File: src/rtl/core/mrm_pkg.sv
`default_nettype none

package mrm_pkg;

  localparam int unsigned WindowDef   = 5;
  localparam int unsigned RankDef     = 2;
  localparam int unsigned ChannelsDef = 4;

  localparam int unsigned SampleW  = 32;
  localparam int unsigned ChannelW = 2;

  typedef logic signed [SampleW-1:0]  sample_t;
  typedef logic        [ChannelW-1:0] channel_t;

endpackage

`default_nettype wire

File: src/rtl/core/mrm_rank_sel.sv
`default_nettype none

module mrm_rank_sel #(
  parameter int unsigned WINDOW = mrm_pkg::WindowDef,
  parameter int unsigned RANK   = mrm_pkg::RankDef
) (
  input  wire logic                                   clk_i,
  input  wire logic                                   rst_ni,
  input  wire logic                                   start_i,
  input  wire logic [WINDOW-1:0][mrm_pkg::SampleW-1:0] win_i,
  input  wire logic                                   ack_i,
  output logic                                        found_o,
  output mrm_pkg::sample_t                            value_o
);

  import mrm_pkg::*;

  localparam int unsigned PosW = $clog2(WINDOW);
  localparam int unsigned CntW = $clog2(WINDOW + 1);

  logic [WINDOW-1:0][SampleW-1:0] win_q;
  logic [PosW-1:0]                cand_q;
  logic                           busy_q;
  sample_t                        key;
  logic [CntW-1:0]                cnt;

  assign key = sample_t'(win_q[cand_q]);

  // rank of the candidate; ties ordered by position
  always_comb begin
    cnt = '0;
    for (int j = 0; j < WINDOW; j++) begin
      if (($signed(win_q[j]) < key) ||
          (($signed(win_q[j]) == key) && (PosW'(j) < cand_q))) begin
        cnt = cnt + 1'b1;
      end
    end
  end

  assign found_o = busy_q && (cnt == CntW'(RANK));
  assign value_o = key;

  always_ff @(posedge clk_i or negedge rst_ni) begin
    if (!rst_ni) begin
      busy_q <= 1'b0;
      cand_q <= '0;
    end else if (start_i) begin
      busy_q <= 1'b1;
      cand_q <= '0;
    end else if (ack_i) begin
      busy_q <= 1'b0;
    end else if (busy_q && !found_o) begin
      cand_q <= cand_q + 1'b1;
    end
  end

  always_ff @(posedge clk_i) begin
    if (start_i) begin
      win_q <= win_i;
    end
  end

endmodule

`default_nettype wire

File: src/rtl/core/multichannel_running_median.sv
// An accepted sample's channel row is read, then written back with the sample at the
// channel's write position, then the rank scan checks one candidate entry per cycle
// in position order until the selected entry is found; the median is loaded once the
// output slot is free. A channel number of CHANNELS or above skips the window and
// its sample is passed to the output. A new item is accepted only while idle. Reset:
// all windows read as zero and all write positions are zero; no clearing pass.
`default_nettype none

module multichannel_running_median_core #(
  parameter int unsigned WINDOW      = mrm_pkg::WindowDef,
  parameter int unsigned MEDIAN_RANK = mrm_pkg::RankDef,
  parameter int unsigned CHANNELS    = mrm_pkg::ChannelsDef
) (
  input  wire logic              clk_i,
  input  wire logic              rst_ni,
  input  wire logic              in_valid_i,
  output logic                   in_ready_o,
  input  wire mrm_pkg::channel_t channel_i,
  input  wire mrm_pkg::sample_t  sample_i,
  output logic                   out_valid_o,
  input  wire logic              out_ready_i,
  output mrm_pkg::sample_t       median_o
);

  import mrm_pkg::*;

  localparam int unsigned RankEff = (MEDIAN_RANK > WINDOW - 1) ? WINDOW - 1 : MEDIAN_RANK;
  localparam int unsigned PosW    = $clog2(WINDOW);
  localparam int unsigned ChIdxW  = (CHANNELS > 1) ? $clog2(CHANNELS) : 1;

  localparam logic [1:0] StIdle = 2'd0;
  localparam logic [1:0] StMod  = 2'd1;
  localparam logic [1:0] StScan = 2'd2;
  localparam logic [1:0] StByp  = 2'd3;

  typedef logic [WINDOW-1:0][SampleW-1:0] row_t;

  logic [1:0]         state_q, state_d;
  logic [ChIdxW-1:0]  ch_q;
  sample_t            sample_q;
  logic [PosW-1:0]    pos_q [CHANNELS];
  logic [CHANNELS-1:0] row_vld_q;
  row_t               mem_q [CHANNELS];
  row_t               rd_row_q;
  row_t               new_row;
  logic               out_valid_q;
  sample_t            median_q;

  logic               in_acc;
  logic               in_range;
  logic [ChIdxW-1:0]  ch_idx;
  logic               slot_free;
  logic               wr_en;
  logic               found;
  sample_t            rank_val;
  logic               scan_ack;
  logic               out_load;
  sample_t            out_val;

  assign in_ready_o  = (state_q == StIdle);
  assign in_acc      = in_valid_i && in_ready_o;
  assign in_range    = (int'(channel_i) < CHANNELS);
  assign ch_idx      = ChIdxW'(channel_i);
  assign slot_free   = !out_valid_q || out_ready_i;
  assign wr_en       = (state_q == StMod);
  assign out_valid_o = out_valid_q;
  assign median_o    = median_q;

  always_comb begin
    new_row = row_vld_q[ch_q] ? rd_row_q : '0;
    new_row[pos_q[ch_q]] = sample_q;
  end

  always_comb begin
    state_d  = state_q;
    scan_ack = 1'b0;
    out_load = 1'b0;
    out_val  = rank_val;
    unique case (state_q)
      StIdle: begin
        if (in_acc) begin
          state_d = in_range ? StMod : StByp;
        end
      end
      StMod: begin
        state_d = StScan;
      end
      StScan: begin
        if (found && slot_free) begin
          scan_ack = 1'b1;
          out_load = 1'b1;
          state_d  = StIdle;
        end
      end
      StByp: begin
        out_val = sample_q;
        if (slot_free) begin
          out_load = 1'b1;
          state_d  = StIdle;
        end
      end
      default: state_d = StIdle;
    endcase
  end

  always_ff @(posedge clk_i or negedge rst_ni) begin
    if (!rst_ni) begin
      state_q     <= StIdle;
      out_valid_q <= 1'b0;
      row_vld_q   <= '0;
      for (int c = 0; c < CHANNELS; c++) begin
        pos_q[c] <= '0;
      end
    end else begin
      state_q <= state_d;
      if (out_load) begin
        out_valid_q <= 1'b1;
      end else if (out_ready_i) begin
        out_valid_q <= 1'b0;
      end
      if (wr_en) begin
        row_vld_q[ch_q] <= 1'b1;
        pos_q[ch_q]     <= (pos_q[ch_q] == PosW'(WINDOW - 1)) ? '0 : pos_q[ch_q] + 1'b1;
      end
    end
  end

  always_ff @(posedge clk_i) begin
    if (in_acc) begin
      ch_q     <= ch_idx;
      sample_q <= sample_i;
    end
    if (out_load) begin
      median_q <= out_val;
    end
  end

  // window store: one row per channel
  always_ff @(posedge clk_i) begin
    if (in_acc) begin
      rd_row_q <= mem_q[ch_idx];
    end
    if (wr_en) begin
      mem_q[ch_q] <= new_row;
    end
  end

  mrm_rank_sel #(
    .WINDOW (WINDOW),
    .RANK   (RankEff)
  ) u_rank_sel (
    .clk_i   (clk_i),
    .rst_ni  (rst_ni),
    .start_i (wr_en),
    .win_i   (new_row),
    .ack_i   (scan_ack),
    .found_o (found),
    .value_o (rank_val)
  );

  a_mod_to_scan : assert property (@(posedge clk_i) disable iff (!rst_ni)
    state_q == StMod |=> state_q == StScan)
    else $error("row update not followed by rank scan");

  a_pos_range : assert property (@(posedge clk_i) disable iff (!rst_ni)
    state_q == StMod |-> int'(pos_q[ch_q]) < WINDOW)
    else $error("write position out of window");

  a_out_source : assert property (@(posedge clk_i) disable iff (!rst_ni)
    $rose(out_valid_q) |-> ($past(state_q) == StScan || $past(state_q) == StByp))
    else $error("result loaded outside scan or bypass");

  a_scan_found : assert property (@(posedge clk_i) disable iff (!rst_ni)
    state_q == StScan && !found |=> state_q == StScan)
    else $error("scan left without a selected entry");

endmodule

`default_nettype wire
File: config.mk
export PLATFORM = sky130hd
export DESIGN_NAME = multichannel_running_median_core
export DESIGN_NICKNAME = d
export VERILOG_FILES = /design/src/rtl/core/mrm_pkg.sv /design/src/rtl/core/mrm_rank_sel.sv /design/src/rtl/core/multichannel_running_median.sv
export SDC_FILE = /design/constraint.sdc
export NUM_CORES = 1
export LEC_CHECK = 0
export ABC_AREA = 0
export BUFFER_PORTS_ARGS = -buffer_cell sky130_fd_sc_hd__buf_2
export CORE_MARGIN = 2
export CORE_UTILIZATION = 50
export DETAILED_ROUTE_END_ITERATION = 10
export PLACE_DENSITY_LB_ADDON = 0.08
export SLEW_MARGIN = 15
export SYNTH_ARGS = -nofsm -noshare
export SYNTH_HDL_FRONTEND = slang
export SYNTH_SLANG_ARGS = --single-unit
File: constraint.sdc
create_clock -name clk_i -period 13.3 [get_ports clk_i]
set_input_delay 2.66 -clock clk_i [delete_from_list [all_inputs] [get_ports clk_i]]
set_output_delay 2.66 -clock clk_i [all_outputs]
set_load 0.005 [all_outputs]
==> metrics.yaml <==
synth_fp_nets: 2814
hold_path_class: "reg -> reg"
clkTransAtPathRegs_ps: 60
syn-cell-area_mm2: 0.04348
r2r_end: "median_o[23]"
routed-via-count: 23330
h-tree-depth: 3
cp-startpoint: "u_rank_sel.cand_q[2]"
cpPeakStageDelay_ps: 660
firstDrtPassIters: 7
async_reset_ff_share_pct: 2.193
skew_ps: 29.37
hold_viol: 0
holdBufCountCts: 0
cts_buffers: 107
grt_use_total_pct: 24.28
required_ps: 13650
synthCells: 2609
combPwrFrac_pct: 1.0
setup_viol_count_final: 0
pwr-share-clk_pct: 43.8
worst-path-max-fanout: 31
layout_commonest_cell: "edfxtp_1"
crit_path_frequent_cell: "o21a_1"
clock-sinks: 1049
finalWirelength_mm: 106.9
yosysWarningCount: 0
post_cts_resized: 0
drt_iter0_markers: 2041
leakage_nw: 13.87
r2r_cells: 32
ys_ff_latch: 1049
rows: 108
clock_tree.root_cell: "clkbuf_16"
diodes: 0
synthDistinctLibCells: 70
pwr-share-seq_pct: 55.2
postCtsSetupRepairBufs: 0
cp-start-kind: "flop"
nets: 2909
r2r_start: "u_rank_sel.cand_q[2]"
fmax_mhz: 119.1
die_h_um: 298.9
final_cells: 3949
dieArea_mm2: 0.08934
insertion_delay_ps: 710
fin_setup_tns_ps: 0
internal_power_mw: 5.205
avgSynthCellArea_um2: 16.67
core-area_mm2: 0.08648
grt_pass1_wl_mm: 159.1
antenna_found_initial: 0
slowest_stage: "dfrtp_2"
cap_violations: 0
place_congestion: 0.8622
sw_frac_of_total_pct: 19.64
fin_crit_ps: 8393
final_core_util_pct: 56.07
drc_errors: 0
slew_headroom_pct: 18.41
cp.arrival_ps: 8750
crit_end: "median_o[23]"
grt_overflow: 0
final_cell_mix: "1026 x edfxtp_1, 387 x nand2_1, 176 x o21ai_0, 167 x ha_1, 163 x mux4_2"
layout-drive-gt1-share_pct: 16.43
post-place-cells: 3750
area_growth_syn_to_layout_pct: 11.52
pre_cts_slack_ps: 5023
wl_per_cell_um: 27.07
cts_tree: "done"
vias_per_cell: 5.908
slew_viol_final: 0
yosysSeqAreaShare_pct: 72.18
rsz0062_at_grt: "no"
cts_buffer_depth: 3
nFillCells: 6789
dp_hpwl_mm: 63.97
synth_flop_cell: "edfxtp_1"
power_density_mw_per_mm2: 133.6
worst_slew_pin_slew_ps: 1220
status: "finished clean"
fin_crit_sh_pct: 63.11
ant_nets: 0
p_switching_mw: 1.272
crit_path_end_kind: "flop"
die_w_um: 298.9
reg2reg_slack_ps: 4910
portBuffers: 71
ir_worst_vdd_mv: 0.1275
initial_core_util_pct: 50.28
synth-edff-count: 1026
grt_pass1_vias: 24000
critical_path_class: "reg -> reg"
grt_max_degree: 115
setup_ws_ps: 4907
io_pins: 72
[power groups by stage]
stage	combinational [mW]	clock, mW	sequential, mW
floorplan	0.0435	0	3.64
global placement	0.0645	0	3.64
detailed placement	0.0653	0	3.64
CTS	0.0652	2.91	3.57
global route	0.0682	3.02	3.57
finish	0.0624	2.84	3.58
[metal layers]
layer  GRT usage [%]  up-vias  routed length [um]
met4           6.607        0                2533
li1                -    10440                   -
met3           4.238      149                5831
met1           34.81    12070               47340
met5               0        -                   0
met2           38.78      673               51190
[sequential cells by signal, summed over array words and instances, names as in the netlist]
signal	flops
pos_q	12
median_o	32
ch_q	2
sample_q	32
state_q	2
u_rank_sel.busy_q	1
row_vld_q	4
out_valid_o	1
rd_row_q	160
u_rank_sel.win_q	160
u_rank_sel.cand_q	3
mem_q	640
[per-stage QoR]
| step | cell area, um^2 | total power, mW | hold slack [ps] |
|---|---|---|---|
| global route | 48490 | 6.665 | 476.7 |
| global placement | 45180 | 3.709 | 444.5 |
| finish | 48490 | 6.477 | 472.0 |
| floorplan | 43490 | 3.688 | 428.9 |
| detailed placement | 45180 | 3.710 | 454.1 |
| CTS | 48490 | 6.546 | 468.5 |
[kinds of logic (layout without fill, tap and decap cells)]
| logic type | Yosys count | after routing | synth area share [%] |
|---|---|---|---|
| AND/OR/NAND/NOR | 625 | 625 | 6.230 |
| AO/OA/AOI/OAI | 389 | 389 | 5.194 |
| buffers and inverters | 138 | 323 | 1.272 |
| adder cells (fa/ha/maj) | 167 | 167 | 4.805 |
| XOR/XNOR | 1 | 1 | 0.05179 |
| flip-flops | 1049 | 1049 | 72.18 |
| multiplexers | 240 | 240 | 10.27 |
[critical path: cells and delay by family (launching register included)]
| kind | cells | cell delay, ps |
|---|---|---|
| fa+ha+maj | 4 | 1140 |
| flops | 1 | 660 |
| compound gates | 16 | 3530 |
| buf+inv | 5 | 1460 |
| simple gates | 7 | 1200 |
[cells in the mapped netlist, drive strengths merged (3+ instances only)]
cell | n | area [um^2]
a2111oi | 3 | 45.05
a211oi | 7 | 52.55
a21o | 28 | 210.2
a21oi | 115 | 583.1
a31oi | 6 | 37.54
and2 | 3 | 20.02
buf | 21 | 78.83
clkbuf | 96 | 380.4
dfrtp | 23 | 575.6
edfxtp | 1026 | 30810
ha | 167 | 2090
inv | 20 | 75.07
mux2 | 10 | 112.6
mux2i | 66 | 660.6
mux4 | 164 | 3694
nand2 | 389 | 1460
nand2b | 9 | 56.30
nand3 | 50 | 255.3
nand4 | 32 | 206.5
nor2 | 94 | 355.3
nor2b | 8 | 50.05
nor3 | 10 | 50.05
nor4 | 7 | 50.05
nor4b | 4 | 53.80
o211a | 5 | 50.05
o211ai | 6 | 50.05
o21a | 13 | 105.1
o21ai | 182 | 914.6
or2 | 4 | 25.02
or2b | 3 | 25.03
or3 | 4 | 25.02
[area by class of cell]
type                            count  area, um^2  share of cell area [%]
Clock inverter                     57       476.7                  0.9830
Tap cell                         1155        1445                   2.980
Timing Repair Buffer              104       631.9                   1.303
Clock buffer                      142        2839                   5.854
Multi-Input combinational cell   1422       11630                   23.97
Sequential cell                  1049       31390                   64.73
Inverter                           20       85.08                  0.1754
[worst min-delay path by stage]
stage | startpoint | to | slack (ps) | cells after the start
after global placement | row_vld_q[3] | row_vld_q[3] | 440 | 1
after global routing | row_vld_q[3] | row_vld_q[3] | 480 | 1
after floorplan | row_vld_q[3] | row_vld_q[3] | 430 | 1
after detailed placement | row_vld_q[3] | row_vld_q[3] | 450 | 1
final | row_vld_q[3] | row_vld_q[3] | 470 | 1
after CTS | row_vld_q[3] | row_vld_q[3] | 470 | 1
No activity file was read; power rests on OpenSTA's default activity.
